`config.mk`:
```
export PLATFORM = sky130hd
export DESIGN_NAME = opc_ctrl
export DESIGN_NICKNAME = d
export VERILOG_FILES = /design/src/hdl/opc_pkg.sv /design/src/hdl/opc_ctrl.sv
export SDC_FILE = /design/constraint.sdc
export NUM_CORES = 1
export LEC_CHECK = 0
export ABC_AREA = 1
export ABC_CLOCK_PERIOD_IN_PS = 1600
export BUFFER_PORTS_ARGS = -buffer_cell sky130_fd_sc_hd__buf_2
export CORE_AREA = 2 2 39 41
export DETAILED_ROUTE_END_ITERATION = 12
export DIE_AREA = 0 0 41 43
export SYNTH_ARGS = -nofsm -noshare
export SYNTH_HDL_FRONTEND = slang
export SYNTH_SLANG_ARGS = --single-unit
```
`constraint.sdc`:
```
create_clock -name clk_i -period 1.6 [get_ports clk_i]
set_input_delay 0 -clock clk_i [delete_from_list [all_inputs] [get_ports clk_i]]
set_output_delay 0 -clock clk_i [all_outputs]
set_load 0.1 [all_outputs]
```
`src/hdl/opc_pkg.sv`:
```
`default_nettype none
package opc_pkg;

  // Sizing
  localparam int WINDOW_DEPTH    = 1024;
  localparam int SIGMOID_ENTRIES = 256;
  localparam int HEAD_W   = (WINDOW_DEPTH > 1) ? $clog2(WINDOW_DEPTH) : 1;
  localparam int FILL_W   = $clog2(WINDOW_DEPTH + 1);
  localparam int LUT_AW   = $clog2(SIGMOID_ENTRIES + 1);
  localparam int SCALED_W = 29 + $clog2(SIGMOID_ENTRIES) + 1;
  localparam int IDX_W    = SCALED_W - 28;
  localparam int DIVD_W   = FILL_W + 17;
  localparam int CFG_IDX_W  = 2;
  localparam int CFG_DATA_W = 24;

  localparam logic [16:0]        CONF_ONE = 17'd65536;
  localparam logic signed [31:0] ONE_Q24  = 32'sd16777216;
  localparam logic [10:0] MIN_FILL_RST      = 11'd32;
  localparam logic [10:0] WINDOW_SIZE_RST   = 11'd256;
  localparam logic [23:0] LEARNING_RATE_RST = 24'd167772;

  // Configuration register indexes
  typedef enum logic [CFG_IDX_W-1:0] {
    CFG_MIN_FILL      = 2'd0,
    CFG_WINDOW_SIZE   = 2'd1,
    CFG_LEARNING_RATE = 2'd2
  } cfg_idx_e;

  typedef struct packed {
    logic        req_type;
    logic [16:0] confidence;
    logic        won;
  } opc_in_t;

  typedef struct packed {
    logic [16:0]        calibrated_confidence;
    logic               calibrated_flag;
    logic [16:0]        win_rate;
    logic [10:0]        window_fill;
    logic [31:0]        outcome_total;
    logic signed [31:0] slope_param;
    logic signed [31:0] offset_param;
  } opc_out_t;

  // Shared multiplier operand select
  typedef enum logic [1:0] {
    MUL_SCORE  = 2'd0,
    MUL_INTERP = 2'd1,
    MUL_GRAD   = 2'd2,
    MUL_DA     = 2'd3
  } mul_sel_e;

  typedef enum logic [3:0] {
    ST_IDLE, ST_MUL_SCORE, ST_SCORE, ST_LUT, ST_MUL_INTERP, ST_INTERP,
    ST_MUL_GRAD, ST_GRAD, ST_MUL_DA, ST_UPDATE, ST_FINISH
  } opc_state_e;

  typedef struct packed {
    logic     capture;
    logic     mul_en;
    mul_sel_e mul_sel;
    logic     score_en;
    logic     ring_upd;
    logic     lut_en;
    logic     div_start;
    logic     interp_en;
    logic     grad_en;
    logic     update_en;
    logic     load_out;
  } opc_cmd_t;

  typedef struct packed {
    logic is_record;
    logic div_done;
    logic out_free;
  } opc_sts_t;

  typedef logic [63:0] u64_t;
  typedef logic [24:0] sig_lut_t [SIGMOID_ENTRIES+1];

  // Signed shift right, rounding toward zero
  function automatic logic signed [63:0] shr_tz(logic signed [63:0] v, int unsigned s);
    logic signed [63:0] bias;
    bias = (64'sd1 <<< s) - 64'sd1;
    return v[63] ? ((v + bias) >>> s) : (v >>> s);
  endfunction

  // e^(-t) in Q30, t in Q24
  function automatic u64_t exp_neg_q30(u64_t t);
    u64_t u, u2, u3, u4, e;
    u  = t >> 2;
    u2 = (u * u) >> 30;
    u3 = (u2 * u) >> 30;
    u4 = (u3 * u) >> 30;
    e  = (64'd1 << 30) - u + u2 / 64'd2 - u3 / 64'd6 + u4 / 64'd24;
    for (int k = 0; k < 8; k++) e = (e * e + (64'd1 << 29)) >> 30;
    return e;
  endfunction

  // Bitwise long division, elaboration only
  function automatic u64_t long_div(u64_t n, u64_t d);
    u64_t q, r;
    q = '0;
    r = '0;
    for (int b = 63; b >= 0; b--) begin
      r = {r[62:0], n[b]};
      if (r >= d) begin
        r    = r - d;
        q[b] = 1'b1;
      end
    end
    return q;
  endfunction

  function automatic sig_lut_t build_sig_lut();
    sig_lut_t          lut;
    logic signed [63:0] x;
    u64_t              t, e, den, num;
    for (int i = 0; i <= SIGMOID_ENTRIES; i++) begin
      x   = ((64'(i) <<< 28) / SIGMOID_ENTRIES) - (64'sd1 <<< 27);
      t   = x[63] ? u64_t'(-x) : u64_t'(x);
      e   = exp_neg_q30(t);
      den = (64'd1 << 30) + e;
      num = x[63] ? (e << 24) : (64'd1 << 54);
      lut[i] = 25'(long_div(num + den / 64'd2, den));
    end
    return lut;
  endfunction

  localparam sig_lut_t SIG_LUT = build_sig_lut();

endpackage
`default_nettype wire

```
`src/hdl/opc_ctrl.sv`:
```
`default_nettype none
module opc_ctrl (
  input  wire logic              clk_i,
  input  wire logic              rst_ni,
  input  wire logic              in_valid_i,
  output logic                   in_stall_o,
  input  wire opc_pkg::opc_sts_t sts_i,
  output opc_pkg::opc_cmd_t      cmd_o
);
  import opc_pkg::*;

  opc_state_e state_q, state_d;

  always_ff @(posedge clk_i or negedge rst_ni) begin
    if (!rst_ni) state_q <= ST_IDLE;
    else state_q <= state_d;
  end

  // Sequencer: score, lookup, interpolate, then gradient and update for records, then load the result
  always_comb begin
    state_d = state_q;
    cmd_o   = '0;
    cmd_o.mul_sel = MUL_SCORE;
    unique case (state_q)
      ST_IDLE: begin
        if (in_valid_i) begin
          cmd_o.capture = 1'b1;
          state_d = ST_MUL_SCORE;
        end
      end
      ST_MUL_SCORE: begin
        cmd_o.mul_en  = 1'b1;
        cmd_o.mul_sel = MUL_SCORE;
        state_d = ST_SCORE;
      end
      ST_SCORE: begin
        cmd_o.score_en = 1'b1;
        cmd_o.ring_upd = sts_i.is_record;
        state_d = ST_LUT;
      end
      ST_LUT: begin
        cmd_o.lut_en    = 1'b1;
        cmd_o.div_start = 1'b1;
        state_d = ST_MUL_INTERP;
      end
      ST_MUL_INTERP: begin
        cmd_o.mul_en  = 1'b1;
        cmd_o.mul_sel = MUL_INTERP;
        state_d = ST_INTERP;
      end
      ST_INTERP: begin
        cmd_o.interp_en = 1'b1;
        state_d = sts_i.is_record ? ST_MUL_GRAD : ST_FINISH;
      end
      ST_MUL_GRAD: begin
        cmd_o.mul_en  = 1'b1;
        cmd_o.mul_sel = MUL_GRAD;
        state_d = ST_GRAD;
      end
      ST_GRAD: begin
        cmd_o.grad_en = 1'b1;
        state_d = ST_MUL_DA;
      end
      ST_MUL_DA: begin
        cmd_o.mul_en  = 1'b1;
        cmd_o.mul_sel = MUL_DA;
        state_d = ST_UPDATE;
      end
      ST_UPDATE: begin
        cmd_o.update_en = 1'b1;
        state_d = ST_FINISH;
      end
      ST_FINISH: begin
        if (sts_i.div_done && sts_i.out_free) begin
          cmd_o.load_out = 1'b1;
          state_d = ST_IDLE;
        end
      end
      default: state_d = ST_IDLE;
    endcase
  end

  assign in_stall_o = (state_q != ST_IDLE);

endmodule
`default_nettype wire

```
* After elaboration in Yosys (flattened, before gate mapping) *
Cells that the tools add are included.

storage, ports and cells
  register bits = 4
  input bits = 6
  word-level logic and storage cells = 31
  output and inout port bits = 13

cells by class
  mux-type cells = 14
  eq/ne operators = 12
  reductions and logical operators = 4

operators by type and width
  cell                                                  number
  case mux 4 bit (11 select lines)                      1
  equality test 4 x 3 -> 1 bit (second input constant)  4
  equality test 4 bit (second input constant)           3
  two-way mux 4 bit                                     3
  case mux 3 bit (4 select lines)                       1
  equality test 4 x 2 -> 1 bit (second input constant)  2
  two-way mux 1 bit                                     7
  equality test 4 x 1 -> 1 bit (second input constant)  1
  logical NOT 4 bit                                     1
  two-way mux 2 bit                                     2
  != test 2 bit (second input constant)                 2
  nonzero test 4 bit                                    1
  AND reduction 2 bit                                   1
  logical AND 1 bit                                     1

* Depth between registers and ports, before layout *
  depth after elaboration = 3
  mapped depth = 6
  gate-level depth less buffers = 6

* Worst setup path before layout *
OpenSTA, ideal clock, no wires.

  path kind = register to output
  start point = register state_q[0]
  end point = output port cmd_o[11] (netlist bit)
  data required time = 1600 ps
  cell stages (with the launch flop) = 4
  arrival time = 2772 ps
  path slack = -1172 ps
  buffers on the path = 0
  cells stage by stage = dfrtp_1 > nor2_1 > nand2_1 > nor2_1

RTL lines
  element                   RTL line        text
  start: declaration        opc_ctrl.sv:12  opc_state_e state_q, state_d;
  start signal: assignment  opc_ctrl.sv:16  else state_q <= state_d;
  end: declaration          opc_ctrl.sv:8   output opc_pkg::opc_cmd_t cmd_o

==> out/metrics.yaml <==
largest_register_ffs: 4
initial_core_util_pct: 25.4
ys_ff_latch: 4
hold_viol: 0
largest_register: "state_q"
worst_clock_skew_ns: 0.00579
yosysTopAreaCell: "dfrtp_1"
cts_buffers: 3
async_flop_share_pct: 100
status: "finished clean"
grt_pass1_wl_um: 1450
slew_violations: 0
drive_gt1_share_pct: 48.1
route.detailed.drc: 0
dieHeight_um: 43
cp_max_fo: 5
dpl.hpwl_um: 721
die_x_um: 41
crit_path_end_kind: "output port"
relSlewSlack_pct: 67.9
n_antenna_cell: 0
cp-start-kind: "flop"
via_per_inst: 4.38
num_rows: 14
clock_tree.root_cell: "clkbuf_4"
fin_area_um2: 608
r2r_start: "state_q[0]$_DFFE_PN0P_"
fmax_mhz: 676
synth_nets: 64
syn-cell-area_um2: 352
worst_skew_pair.late_latency_ns: 0.23
yosys_warnings: 0
synth_cell_types: 14
cp.arrival_ns: 1.48
grt_max_degree: 7
first_global_vias: 358
synth.top_cells.by_count: "nand2_1, inv_1, nor2_1"
startpoint: "state_q[1]$_DFFE_PN0P_"
setup_viol: 0
synth_edf_count: 0
htreeDepth: 1
grt_setup_unrepaired: "no"
wl_per_cell_um: 8.76
syn-instance-count: 58
cp.required_ns: 1.60
dieArea_mm2: 0.00176
synth_seq_area_share_pct: 28.5
place_congestion: 0.875
dpl_cell_area_um2: 571
routed_wl_um: 832
initialDrtViolationCount: 2
min_path_type: "in2async"
syn_avg_cell_area_um2: 6.06
finalCriticalPeriod_ns: 1.48
ant_nets: 0
yosysTopAreaCellShare_pct: 28.5
firstDrtPassIters: 4
ctsLongestPathBuffers: 2
antenna_found_initial: 0
yosys-top-cells-area: "dfrtp_1, nand2_1, inv_1, nor2_1, nand3_1"
vias: 416
top_regs: "state_q: 4 flops"
drv_cap: 0
synth_most_common_cell: "nand2_1"
fin_nets: 87
synth_top_flop_cell: "dfrtp_1"
areaGrowthSynthToFinish_pct: 73.0
grt_remaining_overflow: 0
ios: 19
tritoncts: "built"
finalCritPeriodShare_pct: 92.4
worst_pin_slew_ns: 0.484
critPathKind: "reg2out"
cts_sinks: 4
track_usage_pct: 12.3
path_clk_slew_ns: 0.04
core-area_mm2: 0.00138
io_buffers: 18
[placed cells by master (no fill, tap or decap), drive strengths merged]
master       netlist  routed
buf                1      16
clkbuf             0       5
clkinvlp           0       1
dfrtp              4       4
dlygate4sd3        0       1
inv               11      10
nand2             21      21
nand3              5       5
nand4              1       1
nor2              12      12
o211ai             1       1
o21ai              2       2
[cells by family after synthesis]
kind of cell	share of synthesized area (%)
buffers and inverters	13.9
flip-flops	28.5
AND/OR/NAND/NOR	51.2
AO/OA/AOI/OAI	6.40
[through the flow]
stage	setup WS (ns)	std cells	setup TNS [ns]	hold slack, ns	util (%)
after floorplan	-0.107	58	-0.107	-0.296	-
after global placement	0.327	91	0	-0.193	41.2
after detailed placement	0.295	91	0	-0.192	41.2
after CTS	0.0368	95	0	0.0949	43.6
after global routing	0.00682	95	0	0.113	43.9
final	0.121	95	0	0.0991	43.9
[cell type report]
class,instances,area [um^2]
Clock buffer,3,22.5
Inverter,11,45.0
Tap cell,16,20.0
Sequential cell,4,100
Timing Repair Buffer,19,195
Fill cell,134,776
Multi-Input combinational cell,42,225
[worst paths after layout]
check / slack, ns / to / cells after the start
worst max-delay path: 0.12 / cmd_o[0] / 5
worst min-delay path: 0.1 / state_q[3]$_DFFE_PN0P_ / 2
worst max register to register: 0.49 / state_q[0]$_DFFE_PN0P_ / 4
worst min register to register: 0.56 / state_q[0]$_DFFE_PN0P_ / 1
max in group asynchronous: 1.38 / state_q[0]$_DFFE_PN0P_ / 2
min in group clk_i: 0.10 / state_q[2]$_DFFE_PN0P_ / 3
[layer usage]
metal | routed length (um) | vias to the layer above | track usage [%]
met5 | 0 | - | 0
met4 | 0 | 0 | 4.00
met3 | 54 | 0 | 6.81
met2 | 424 | 11 | 17.2
met1 | 353 | 189 | 15.7
li1 | - | 216 | -
[worst max-delay path, cell delays in order, from the launching register on]
cell and delay [ns]:
dfrtp_1 0.43, inv_2 0.06, nor2_2 0.16, nand2_1 0.10, nor2_2 0.07, buf_2 0.42
[repair_timing]
action,4_1_cts,5_1_grt
hold buffers,1,0
hold endpoints to repair,4,0
setup endpoints to repair,0,2
buffers inserted,0,0
gates resized for setup,0,2
Power is not shown: default switching activity piles up to over one toggle a cycle in this logic, so the estimate is an artifact.
